===== src/rtl/bbs_pkg.sv =====
// ----------------------------------------------------------------------------
// bbs_pkg
// Shared types and constants of the bounded bag store.
// ----------------------------------------------------------------------------
package bbs_pkg;

	localparam int DEPTH  = 16;
	localparam int IDX_W  = $clog2(DEPTH);
	localparam int CNT_W  = $clog2(DEPTH + 1);
	localparam int DATA_W = 32;
	localparam int CAP_W  = 5;

	localparam logic [CAP_W-1:0] CAP_RESET = CAP_W'(DEPTH);

	typedef enum logic [1:0] {
		REQ_INSERT = 2'd0,
		REQ_REMOVE = 2'd1,
		REQ_QUERY  = 2'd2,
		REQ_NOP    = 2'd3
	} req_t;

	typedef enum logic {
		ST_IDLE = 1'b0,
		ST_EXEC = 1'b1
	} state_t;

	typedef struct packed {
		logic load;
		logic exec;
	} dp_cmd_t;

endpackage


===== src/rtl/bbs_ctrl.sv =====
// ----------------------------------------------------------------------------
// bbs_ctrl
// Request sequencer: takes a request, starts its execution, and owns the
// result valid flag.
// ----------------------------------------------------------------------------
module bbs_ctrl (
	input  logic            clk,
	input  logic            arst_n,
	input  logic            in_valid,
	output logic            in_ready,
	output logic            out_valid,
	input  logic            out_ready,
	output bbs_pkg::dp_cmd_t cmd
);
	import bbs_pkg::*;

	state_t state_q;
	state_t state_d;
	logic   out_valid_q;
	logic   out_valid_d;

	always_ff @(posedge clk or negedge arst_n) begin
		if (!arst_n) begin
			state_q     <= ST_IDLE;
			out_valid_q <= 1'b0;
		end else begin
			state_q     <= state_d;
			out_valid_q <= out_valid_d;
		end
	end

	always_comb begin
		state_d     = state_q;
		out_valid_d = out_valid_q && !out_ready;
		in_ready    = 1'b0;
		cmd         = '0;
		unique case (state_q)
			ST_IDLE: begin
				in_ready = 1'b1;
				if (in_valid) begin
					cmd.load = 1'b1;
					state_d  = ST_EXEC;
				end
			end
			ST_EXEC: begin
				if (!out_valid_q || out_ready) begin
					cmd.exec    = 1'b1;
					out_valid_d = 1'b1;
					state_d     = ST_IDLE;
				end
			end
			default: begin
				state_d = ST_IDLE;
			end
		endcase
	end

	assign out_valid = out_valid_q;

endmodule


===== src/rtl/bbs_dp.sv =====
// ----------------------------------------------------------------------------
// bbs_dp
// Entry cells with parallel compare and shift, count and capacity registers,
// and the result register.
// ----------------------------------------------------------------------------
module bbs_dp (
	input  logic                           clk,
	input  logic                           arst_n,
	input  bbs_pkg::dp_cmd_t               cmd,
	input  logic                           cfg_we,
	input  logic [bbs_pkg::CAP_W-1:0]      cfg_data,
	input  logic [1:0]                     req_type,
	input  logic signed [bbs_pkg::DATA_W-1:0] value_in,
	output logic                           success,
	output logic [bbs_pkg::IDX_W-1:0]      match_index,
	output logic signed [bbs_pkg::DATA_W-1:0] value_out,
	output logic [bbs_pkg::CNT_W-1:0]      entry_count,
	output logic                           is_empty
);
	import bbs_pkg::*;

	req_t              req_q;
	logic [DATA_W-1:0] val_q;
	logic [DATA_W-1:0] entries_q [DEPTH];
	logic [CNT_W-1:0]  count_q;
	logic [CAP_W-1:0]  cap_q;

	logic              success_q;
	logic [IDX_W-1:0]  match_index_q;
	logic [DATA_W-1:0] value_out_q;
	logic [CNT_W-1:0]  entry_count_q;
	logic              is_empty_q;

	logic [DEPTH-1:0]  hit;
	logic              found;
	logic [IDX_W-1:0]  pos;
	logic [CAP_W-1:0]  eff_cap;
	logic              ins_ok;
	logic              rem_ok;
	logic [CNT_W-1:0]  count_d;

	always_ff @(posedge clk) begin
		if (cmd.load) begin
			req_q <= req_t'(req_type);
			val_q <= value_in;
		end
	end

	always_comb begin
		for (int i = 0; i < DEPTH; i++) begin
			hit[i] = (CNT_W'(i) < count_q) && (entries_q[i] == val_q);
		end
	end

	always_comb begin
		found = 1'b0;
		pos   = '0;
		for (int i = DEPTH - 1; i >= 0; i--) begin
			if (hit[i]) begin
				found = 1'b1;
				pos   = IDX_W'(i);
			end
		end
	end

	assign eff_cap = (cap_q > CAP_W'(DEPTH)) ? CAP_W'(DEPTH) : cap_q;
	assign ins_ok  = (req_q == REQ_INSERT) && (CAP_W'(count_q) < eff_cap);
	assign rem_ok  = (req_q == REQ_REMOVE) && found;

	always_comb begin
		count_d = count_q;
		if (ins_ok) begin
			count_d = count_q + CNT_W'(1);
		end else if (rem_ok) begin
			count_d = count_q - CNT_W'(1);
		end
	end

	always_ff @(posedge clk) begin
		if (cmd.exec) begin
			for (int i = 0; i < DEPTH; i++) begin
				if (ins_ok && (count_q[IDX_W-1:0] == IDX_W'(i))) begin
					entries_q[i] <= val_q;
				end else if (rem_ok && (i < DEPTH - 1) && (IDX_W'(i) >= pos)) begin
					entries_q[i] <= entries_q[(i < DEPTH - 1) ? i + 1 : i];
				end
			end
		end
	end

	always_ff @(posedge clk or negedge arst_n) begin
		if (!arst_n) begin
			count_q <= '0;
			cap_q   <= CAP_RESET;
		end else begin
			if (cmd.exec) begin
				count_q <= count_d;
			end
			if (cfg_we) begin
				cap_q <= cfg_data;
			end
		end
	end

	always_ff @(posedge clk) begin
		if (cmd.exec) begin
			unique case (req_q)
				REQ_INSERT: begin
					success_q     <= ins_ok;
					match_index_q <= '0;
				end
				REQ_REMOVE, REQ_QUERY: begin
					success_q     <= found;
					match_index_q <= found ? pos : '0;
				end
				default: begin
					success_q     <= 1'b0;
					match_index_q <= '0;
				end
			endcase
			// The removed entry equals the key, so the key is returned.
			value_out_q   <= rem_ok ? val_q : '0;
			entry_count_q <= count_d;
			is_empty_q    <= (count_d == '0);
		end
	end

	assign success     = success_q;
	assign match_index = match_index_q;
	assign value_out   = value_out_q;
	assign entry_count = entry_count_q;
	assign is_empty    = is_empty_q;

endmodule


===== src/rtl/bounded_bag_store_top.sv =====
// Flow: an accepted request is loaded in IDLE and executed in EXEC once the
// output register is free; a stalled result delays execution of the next request.
// One request at a time: the sequencer takes a request, then executes it over
// all entry cells, compare and shift in parallel.
// A finished result waits in the output register while the next request is taken.
// Reset clears the entry count to zero and the capacity limit to 16; entry
// contents are not cleared and no clearing pass runs.
// ----------------------------------------------------------------------------
// bounded_bag_store_top
// Bounded unordered store of signed values with insert, remove and query.
// ----------------------------------------------------------------------------
module bounded_bag_store_top (
	input  logic                              clk,
	input  logic                              arst_n,
	input  logic                              cfg_valid,
	output logic                              cfg_ready,
	input  logic [bbs_pkg::CAP_W-1:0]         cfg_data,
	input  logic                              in_valid,
	output logic                              in_ready,
	input  logic [1:0]                        req_type,
	input  logic signed [bbs_pkg::DATA_W-1:0] value_in,
	output logic                              out_valid,
	input  logic                              out_ready,
	output logic                              success,
	output logic [bbs_pkg::IDX_W-1:0]         match_index,
	output logic signed [bbs_pkg::DATA_W-1:0] value_out,
	output logic [bbs_pkg::CNT_W-1:0]         entry_count,
	output logic                              is_empty
);
	import bbs_pkg::*;

	dp_cmd_t cmd;

	assign cfg_ready = 1'b1;

	bbs_ctrl u_ctrl (
		.clk       (clk),
		.arst_n    (arst_n),
		.in_valid  (in_valid),
		.in_ready  (in_ready),
		.out_valid (out_valid),
		.out_ready (out_ready),
		.cmd       (cmd)
	);

	bbs_dp u_dp (
		.clk         (clk),
		.arst_n      (arst_n),
		.cmd         (cmd),
		.cfg_we      (cfg_valid && cfg_ready),
		.cfg_data    (cfg_data),
		.req_type    (req_type),
		.value_in    (value_in),
		.success     (success),
		.match_index (match_index),
		.value_out   (value_out),
		.entry_count (entry_count),
		.is_empty    (is_empty)
	);

	a_one_at_a_time: assert property (@(posedge clk) disable iff (!arst_n)
		(in_valid && in_ready) |=> !in_ready)
		else $error("A request was taken while another was executing.");

	a_count_bound: assert property (@(posedge clk) disable iff (!arst_n)
		out_valid |-> (entry_count <= CNT_W'(DEPTH)))
		else $error("Entry count exceeds the store depth.");

	a_empty_flag: assert property (@(posedge clk) disable iff (!arst_n)
		out_valid |-> (is_empty == (entry_count == '0)))
		else $error("Empty flag disagrees with the entry count.");

endmodule

===== config.mk =====
export PLATFORM = sky130hd
export DESIGN_NAME = bounded_bag_store_top
export DESIGN_NICKNAME = d
export VERILOG_FILES = /design/src/rtl/bbs_pkg.sv /design/src/rtl/bbs_ctrl.sv /design/src/rtl/bbs_dp.sv /design/src/rtl/bounded_bag_store_top.sv
export SDC_FILE = /design/constraint.sdc
export NUM_CORES = 1
export LEC_CHECK = 0
export ABC_AREA = 1
export BUFFER_PORTS_ARGS = -buffer_cell sky130_fd_sc_hd__buf_2
export CAP_MARGIN = 40
export CORE_ASPECT_RATIO = 2
export CORE_MARGIN = 5
export CORE_UTILIZATION = 55
export CTS_BUF_LIST = sky130_fd_sc_hd__clkbuf_16
export CTS_CLUSTER_SIZE = 40
export DETAILED_ROUTE_END_ITERATION = 7
export PLACE_DENSITY = 0.72
export SYNTH_ARGS = -nofsm -noshare
export SYNTH_HDL_FRONTEND = slang
export SYNTH_SLANG_ARGS = --single-unit

===== constraint.sdc =====
create_clock -name clk -period 11.28 [get_ports clk]
set_input_delay 2.256 -clock clk [delete_from_list [all_inputs] [get_ports clk]]
set_output_delay 2.256 -clock clk [all_outputs]
set_load 0.1 [all_outputs]

==> results of run 1 <==
-- per-stage QoR --
step	instances	total power (W)	instance area (sq um)	worst slack (ps)
CTS	5070	0.00679	38400	4950
finish	5077	0.00687	38400	4640
global route	5071	0.00702	38400	4620
detailed placement	4973	0.00486	36500	4980
floorplan	4182	0.00411	35700	5720
global placement	4970	0.00485	36500	4970
-- layout by cell type (no fill, tap or decap), types with 19 or more instances in the layout --
cell type  netlist  layout
a21oi_1         54      54
clkbuf_16        0      57
xor2_1         122     122
nand4_1        171     171
nor4_1          69      69
o21ai_0        287     278
nand2_1       1266    1265
inv_1          301     304
xnor2_1        168     168
o21ai_1         20      19
mux2_2          25      25
nand3b_1        21      21
edfxtp_1       589     589
buf_4           39      81
nor2_1         321     318
nand3_1        262     260
or2_2           44      44
nor3_1          60      59
inv_2           32      33
buf_2          114      89
-- cell families (layout without fill, tap and decap cells) --
logic type               Yosys count  in the layout
AND/OR/NAND/NOR                 2281           2281
flip-flops                       601            601
buffers and inverters            586            604
AO/OA/AOI/OAI                    386            386
XOR/XNOR                         290            290
multiplexers                      25             25
adder cells (fa/ha/maj)           12             12
other                              1              7
-- power by group through the flow --
stage	Combinational [W]	Sequential, W	Clock (W)
after floorplan	0.000985	0.00312	0
after global placement	0.00209	0.00277	0
after detailed placement	0.00209	0.00277	0
after CTS	0.00210	0.00272	0.00196
after global routing	0.00223	0.00273	0.00206
final	0.00217	0.00273	0.00197
-- worst max path at each step --
stage	depth (start not counted)	endpoint	slack [ps]	from
floorplan	5	u_dp.entries_q[12][0]	5720	out_ready
global route	20	u_dp.entries_q[6][10]	4620	u_dp.count_q[2]
global placement	15	u_dp.entries_q[6][26]	4970	u_dp.val_q[2]
detailed placement	15	u_dp.entries_q[6][19]	4980	u_dp.val_q[2]
finish	15	u_dp.entries_q[6][6]	4640	u_dp.val_q[2]
CTS	15	u_dp.entries_q[6][6]	4950	u_dp.val_q[2]
-- area by class of cell --
type,count,area [sq um]
repair buffers,173,1100
multi-input cells,2995,15100
fillers,5745,26200
clock buffers,57,1430
diodes,6,15.0
clock inverters,40,384
well taps,871,1090
inverters,334,1260
flip-flops and latches,601,18000
-- sequential cells by signal, indices dropped and copies added, names as in the netlist --
name              count
u_dp.cap_q            5
u_dp.count_q          5
u_ctrl.out_valid      1
u_dp.match_index      4
u_dp.entry_count      5
u_dp.req_q            2
u_dp.is_empty         1
u_dp.success          1
u_dp.val_q           32
u_ctrl.state_q        1
u_dp.value_out       32
u_dp.entries_q      512
-- critical path: stages (launching register included) --
cell      delay [ps]
edfxtp_1         330
buf_4            430
inv_1            620
nand2_1          360
o21ai_0          130
nor4_1           420
nand4_1          420
and3_4           370
nand3b_4         110
nand2_4          350
nor2_4           760
o21ai_1          320
nor2_4           640
nand2_4          340
nand2_1          140
buf_4            380
-- layer usage --
metal  routed length, um  vias up
met5                  18        -
met4               20200        4
met3               15200      906
met2               74100     2381
met1               48800    14900
li1                    -    14000
==> impl_metrics.yaml, run 1 <==
floorplanning:
  rows: 132
  dieArea_sq_um: 70300
  io_pins: 90
  coreArea_sq_um: 64600
  start_util_pct: 55.2
  dieWidth_um: 190
  die_h_um: 370
grt:
  grtUsageMet3_pct: 8.72
  grt_pass1_wl_um: 218000
  grt-busiest-layer: "met2"
  grt_pass1_vias: 30700
  grt_antenna_before_repair: 6
  gr-usage-all-layers_pct: 44.2
  grtUsageMet1_pct: 46.6
  met2_usage_pct: 72.5
  overflow: 0
  grt_max_degree: 66
synth:
  synth_edf_count: 589
  synth-xor-area-share_pct: 7.12
  synth_fa_ha_area_share_pct: 0.421
  postSynthCellCount: 4182
  ys_ff_latch: 601
  synth_area_leaders: "edfxtp_1, nand2_1, xnor2_1"
  synth_top_area_share_pct: 49.6
  ys_top_cells_by_count: "nand2_1, edfxtp_1, nor2_1"
  synth_simple_gate_area_share_pct: 28.2
  synth-warning-count: 0
  synth_area_leader_cell: "edfxtp_1"
  synth_flop_cell: "edfxtp_1"
  synth_compound_area_share_pct: 5.62
  async_reset_ff_share_pct: 2.00
  synth.avg_cell_area_sq_um: 8.53
  synthMuxAreaShare_pct: 0.790
  synth.most_common_cell: "nand2_1"
  yosysSeqAreaShare_pct: 50.5
  syn_nets: 4238
  synth.distinct_cells: 60
  synth_area_sq_um: 35700
  synth_top_family_by_area: "simple AND/OR/NAND/NOR gates"
critical_path:
  r2r_setup_slack_ps: 4640
  worst-endpoint-required_ps: 11580
  r2r.worst_path.cells: 15
  crit_arrival_ps: 6940
  startpoint_type: "flip-flop"
  end_kind: "flip-flop"
  crit_fanout: 35
  crit_type: "reg -> reg"
  reg2reg_to: "u_dp.entries_q[6][6]"
  r2r_start: "u_dp.val_q[2]"
layout:
  area_delta_synth_final_pct: 7.64
  final_nets: 4216
  drive_above_1_share_pct: 9.76
  post-route-util_pct: 59.4
sta:
  tns_ps: 0
  finalCriticalPeriod_ps: 6640
  worst_pin_slew_ps: 975
  rsz0062_at_grt: "false"
  maxSlewHeadroom_pct: 34.5
  post-route-period-util_pct: 58.9
  setup_viol: 0
  hold_violations: 0
  fmax_mhz: 151
  worst_clock_skew_ps: 36.2
  holdWs_ps: 512
  slew_violations: 0
power:
  combPwrFrac_pct: 31.6
  swShare_pct: 39.6
  leakage_nw: 15.7
  power_frac_seq_pct: 39.7
  intPower_w: 0.00415
  ir_drop_uv: 171
  total_switching_power_w: 0.00272
  p_per_area_nw_per_um2: 179
  clockPowerShare_pct: 28.7
clock_tree:
  cts_tree: "done"
  cts-root-buf: "clkbuf_16"
  clock_path_buffers: 3
  ctsHoldBuffers: 0
  cts_sinks: 601
  cts_buffers: 55
  h-tree-depth: 2
  worstSkewPairLatency_ps: 680
  cts-resized-gates: 0
  clk_pin_slew_ps: 60
  post-cts-setup-buffers: 0
worst_hold_path:
  holdCritStartpoint: "u_ctrl.out_valid"
  hold_path.class: "reg -> reg"
  holdPathStages: 2
  hold_end: "u_ctrl.out_valid"
run:
  drv_cap: 0
place:
  port_buffers: 88
  gp_congestion: 1.07
  hpwl_um: 113000
route:
  wl_per_cell_um: 31.2
  vias: 32100
  dr.pass1.iters: 7
  drt.antenna.violating_nets: 0
  route.detailed.drc: 0
  routed_wl_um: 158000
  vias_per_cell: 6.33
  drt_iter0_markers: 4110
run_status:
  outcome: "finished, final reports clean"
Note: power is estimated with default switching activity, not from simulation.
==> run 2: changes to the inputs <==
- ABC_AREA: 1 -> 0
- PLACE_DENSITY: 0.72 -> 0.74
- clock period: 11.28 -> 5.9 ns (I/O delays scaled with it)
==> impl_metrics.yaml, run 2 <==
run_status:
  outcome: "finished, final reports clean"
critical_path:
  startpoint_type: "flip-flop"
  crit_path_cell_trace: "buf_4 -> xnor2_1 -> nand4_1 -> or4_1 -> nor3_1 -> nor4bb_1 -> clkdlybuf4s18_2 -> and4_1 -> nor2_4 -> o21ai_0 -> o21ba_2 -> buf_12 -> mux2_2"
  end_kind: "flip-flop"
  worst-endpoint-required_ps: 6280
  crit_fanout: 32
  crit_arrival_ps: 5510
  slowest_delay_ps: 890
  crit_type: "reg -> reg"
  r2r_start: "u_dp.val_q[11]"
  r2r.worst_path.cells: 13
  cp_slowest_cell: "edfxtp_1"
  crit_family: "simple AND/OR/NAND/NOR gates"
  reg2reg_to: "u_dp.entries_q[14][0]"
  r2r_setup_slack_ps: 760
  critPathBufInv: 3
sta:
  slew_violations: 0
  holdWs_ps: 427
  post-route-period-util_pct: 87.0
  finalCriticalPeriod_ps: 5140
  fmax_mhz: 195
  rsz0062_at_grt: "false"
  tns_ps: 0
  maxSlewHeadroom_pct: 38.7
  setup_viol: 0
  worst_clock_skew_ps: 28.1
  worst_pin_slew_ps: 912
  hold_violations: 0
layout:
  layout_commonest_cell: "edfxtp_1"
  area_delta_synth_final_pct: 11.0
  largest_register_ffs: 512
  mostFrequentLayoutCells: "edfxtp_1, xor2_1, mux2_2"
  largest_register: "u_dp.entries_q"
  drive_above_1_share_pct: 32.5
  diodes: 0
  post-route-util_pct: 61.8
  final_nets: 2471
route:
  route.detailed.drc: 0
  wl_per_cell_um: 32.5
  wl_met3_um: 3860
  dr.pass1.iters: 5
  vias_per_cell: 6.13
  met1Wirelength_um: 29400
  routed_wl_um: 105000
  drt.antenna.violating_nets: 0
  top_layer_used: "met4"
  wl_met2_um: 56400
  drt_iter0_markers: 1339
  vias: 19800
grt:
  grt_pass1_wl_um: 146000
  gr-usage-all-layers_pct: 31.9
  grt_antenna_before_repair: 3
  overflow: 0
  grt_pass1_vias: 20900
  grt_max_degree: 50
place:
  hpwl_um: 81900
  gp_congestion: 1.06
  port_buffers: 88
clock_tree:
  ctsHoldBuffers: 0
  cts_sinks: 601
  h-tree-depth: 2
  clk_pin_slew_ps: 70
  clock_path_buffers: 3
  cts-resized-gates: 0
  worstSkewPairLatency_ps: 630
  cts_buffers: 54
  cts_tree: "done"
  post-cts-setup-buffers: 0
  cts-root-buf: "clkbuf_16"
synth:
  ys_ff_latch: 601
  synth.distinct_cells: 72
  yosysSeqAreaShare_pct: 54.7
  syn_nets: 2374
  synth_flop_cell: "edfxtp_1"
  synth.avg_cell_area_sq_um: 14.2
  async_reset_ff_share_pct: 2.00
  ys_top_cells_by_count: "edfxtp_1, xor2_1, mux2_2"
  synth_area_sq_um: 32900
  synth_edf_count: 589
  synth_area_leader_cell: "edfxtp_1"
  synth_area_leaders: "edfxtp_1, mux2_2, xor2_1"
  synth_top_area_share_pct: 53.8
  synth-warning-count: 0
  postSynthCellCount: 2318
  synth.most_common_cell: "edfxtp_1"
power:
  power_frac_seq_pct: 43.2
  leakage_nw: 12.7
  p_per_area_nw_per_um2: 342
  ir_drop_uv: 283
  total_switching_power_w: 0.00434
  swShare_pct: 34.7
  intPower_w: 0.00817
  combPwrFrac_pct: 28.0
  clockPowerShare_pct: 28.8
floorplanning:
  dieArea_sq_um: 65100
  dieWidth_um: 183
  io_pins: 90
  start_util_pct: 55.6
  die_h_um: 356
  rows: 126
  coreArea_sq_um: 59100
worst_hold_path:
  hold_path.class: "in -> async"
run:
  drv_cap: 0
-- run 2: cell count changes after synthesis, sizes merged, moves of 40 or more --
cell | previous run | this run
nor2 | 329 | 40
o21ai | 307 | 24
nand2 | 1275 | 33
or2 | 50 | 3
nand4 | 171 | 70
a21oi | 54 | 14
buf | 203 | 143
mux2 | 25 | 485
nand3 | 265 | 28
xor2 | 122 | 335
inv | 334 | 13
-- run 2: through the flow --
step                total power, W  instance area [sq um]  std cells  worst slack (ps)
floorplan                  0.00778                  32900       2318               502
global placement           0.00882                  34500       3108               809
detailed placement         0.00893                  34700       3122               854
CTS                         0.0125                  36500       3219               819
global route                0.0129                  36500       3224               609
finish                      0.0125                  36500       3224               765
-- run 2: power by group through the flow --
stage | Clock (W) | Sequential (W) | Combinational, W
after global routing | 0.00382 | 0.00542 | 0.00363
after detailed placement | 0 | 0.00549 | 0.00344
after global placement | 0 | 0.00551 | 0.00331
after CTS | 0.00366 | 0.00540 | 0.00346
after floorplan | 0 | 0.00602 | 0.00177
final | 0.00360 | 0.00540 | 0.00350
-- run 2: worst max-delay path by stage --
stage	depth (start not counted)	startpoint	to	slack, ps
4_1_cts	13	u_dp.val_q[11]	u_dp.entries_q[14][31]	820
5_1_grt	13	u_dp.val_q[11]	u_dp.entries_q[14][0]	610
2_1_floorplan	5	out_ready	u_dp.entries_q[12][0]	500
3_3_place_gp	11	u_dp.val_q[19]	u_dp.entries_q[9][15]	810
3_5_place_dp	13	u_dp.val_q[11]	u_dp.entries_q[14][0]	850
6_report	13	u_dp.val_q[11]	u_dp.entries_q[14][0]	760
-- run 2: cells by family (layout without fill, tap and decap cells) --
kind of cell	Yosys count	in the layout	synth area share, %
AOI/OAI and AO/OA	93	93	2.07
xor gates and xnor gates	518	518	13.8
adders and majority gates	12	12	0.457
buffers and inverters	205	343	3.78
DFF	601	601	54.7
muxes	486	486	18.0
other	1	1	0.0114
and+or+nand+nor	402	402	7.20
-- run 2: cell type report --
class / count / area (sq um)
multi-input combinational: 1512 / 13800
clock inverter: 42 / 382
tap: 768 / 961
sequential: 601 / 18000
clock buffer: 55 / 1380
fill: 4518 / 22600
timing repair buffer: 232 / 1960
inverter: 14 / 52.6
-- run 2: routing by layer --
layer | vias to the layer above | global-route usage, %
li1 | 8760 | -
met1 | 9890 | 27.2
met2 | 770 | 58.8
met3 | 348 | 3.66
met4 | 0 | 35.4
met5 | - | 0
-- run 2: worst register-to-register path, stage by stage (launching register included) --
cell             delay [ps]
edfxtp_1                890
buf_4                   360
xnor2_1                 220
nand4_1                 120
or4_1                   620
nor3_1                  700
nor4bb_1                150
clkdlybuf4s18_2         310
and4_1                  300
nor2_4                  170
o21ai_0                 100
o21ba_2                 280
buf_12                  260
mux2_2                  420
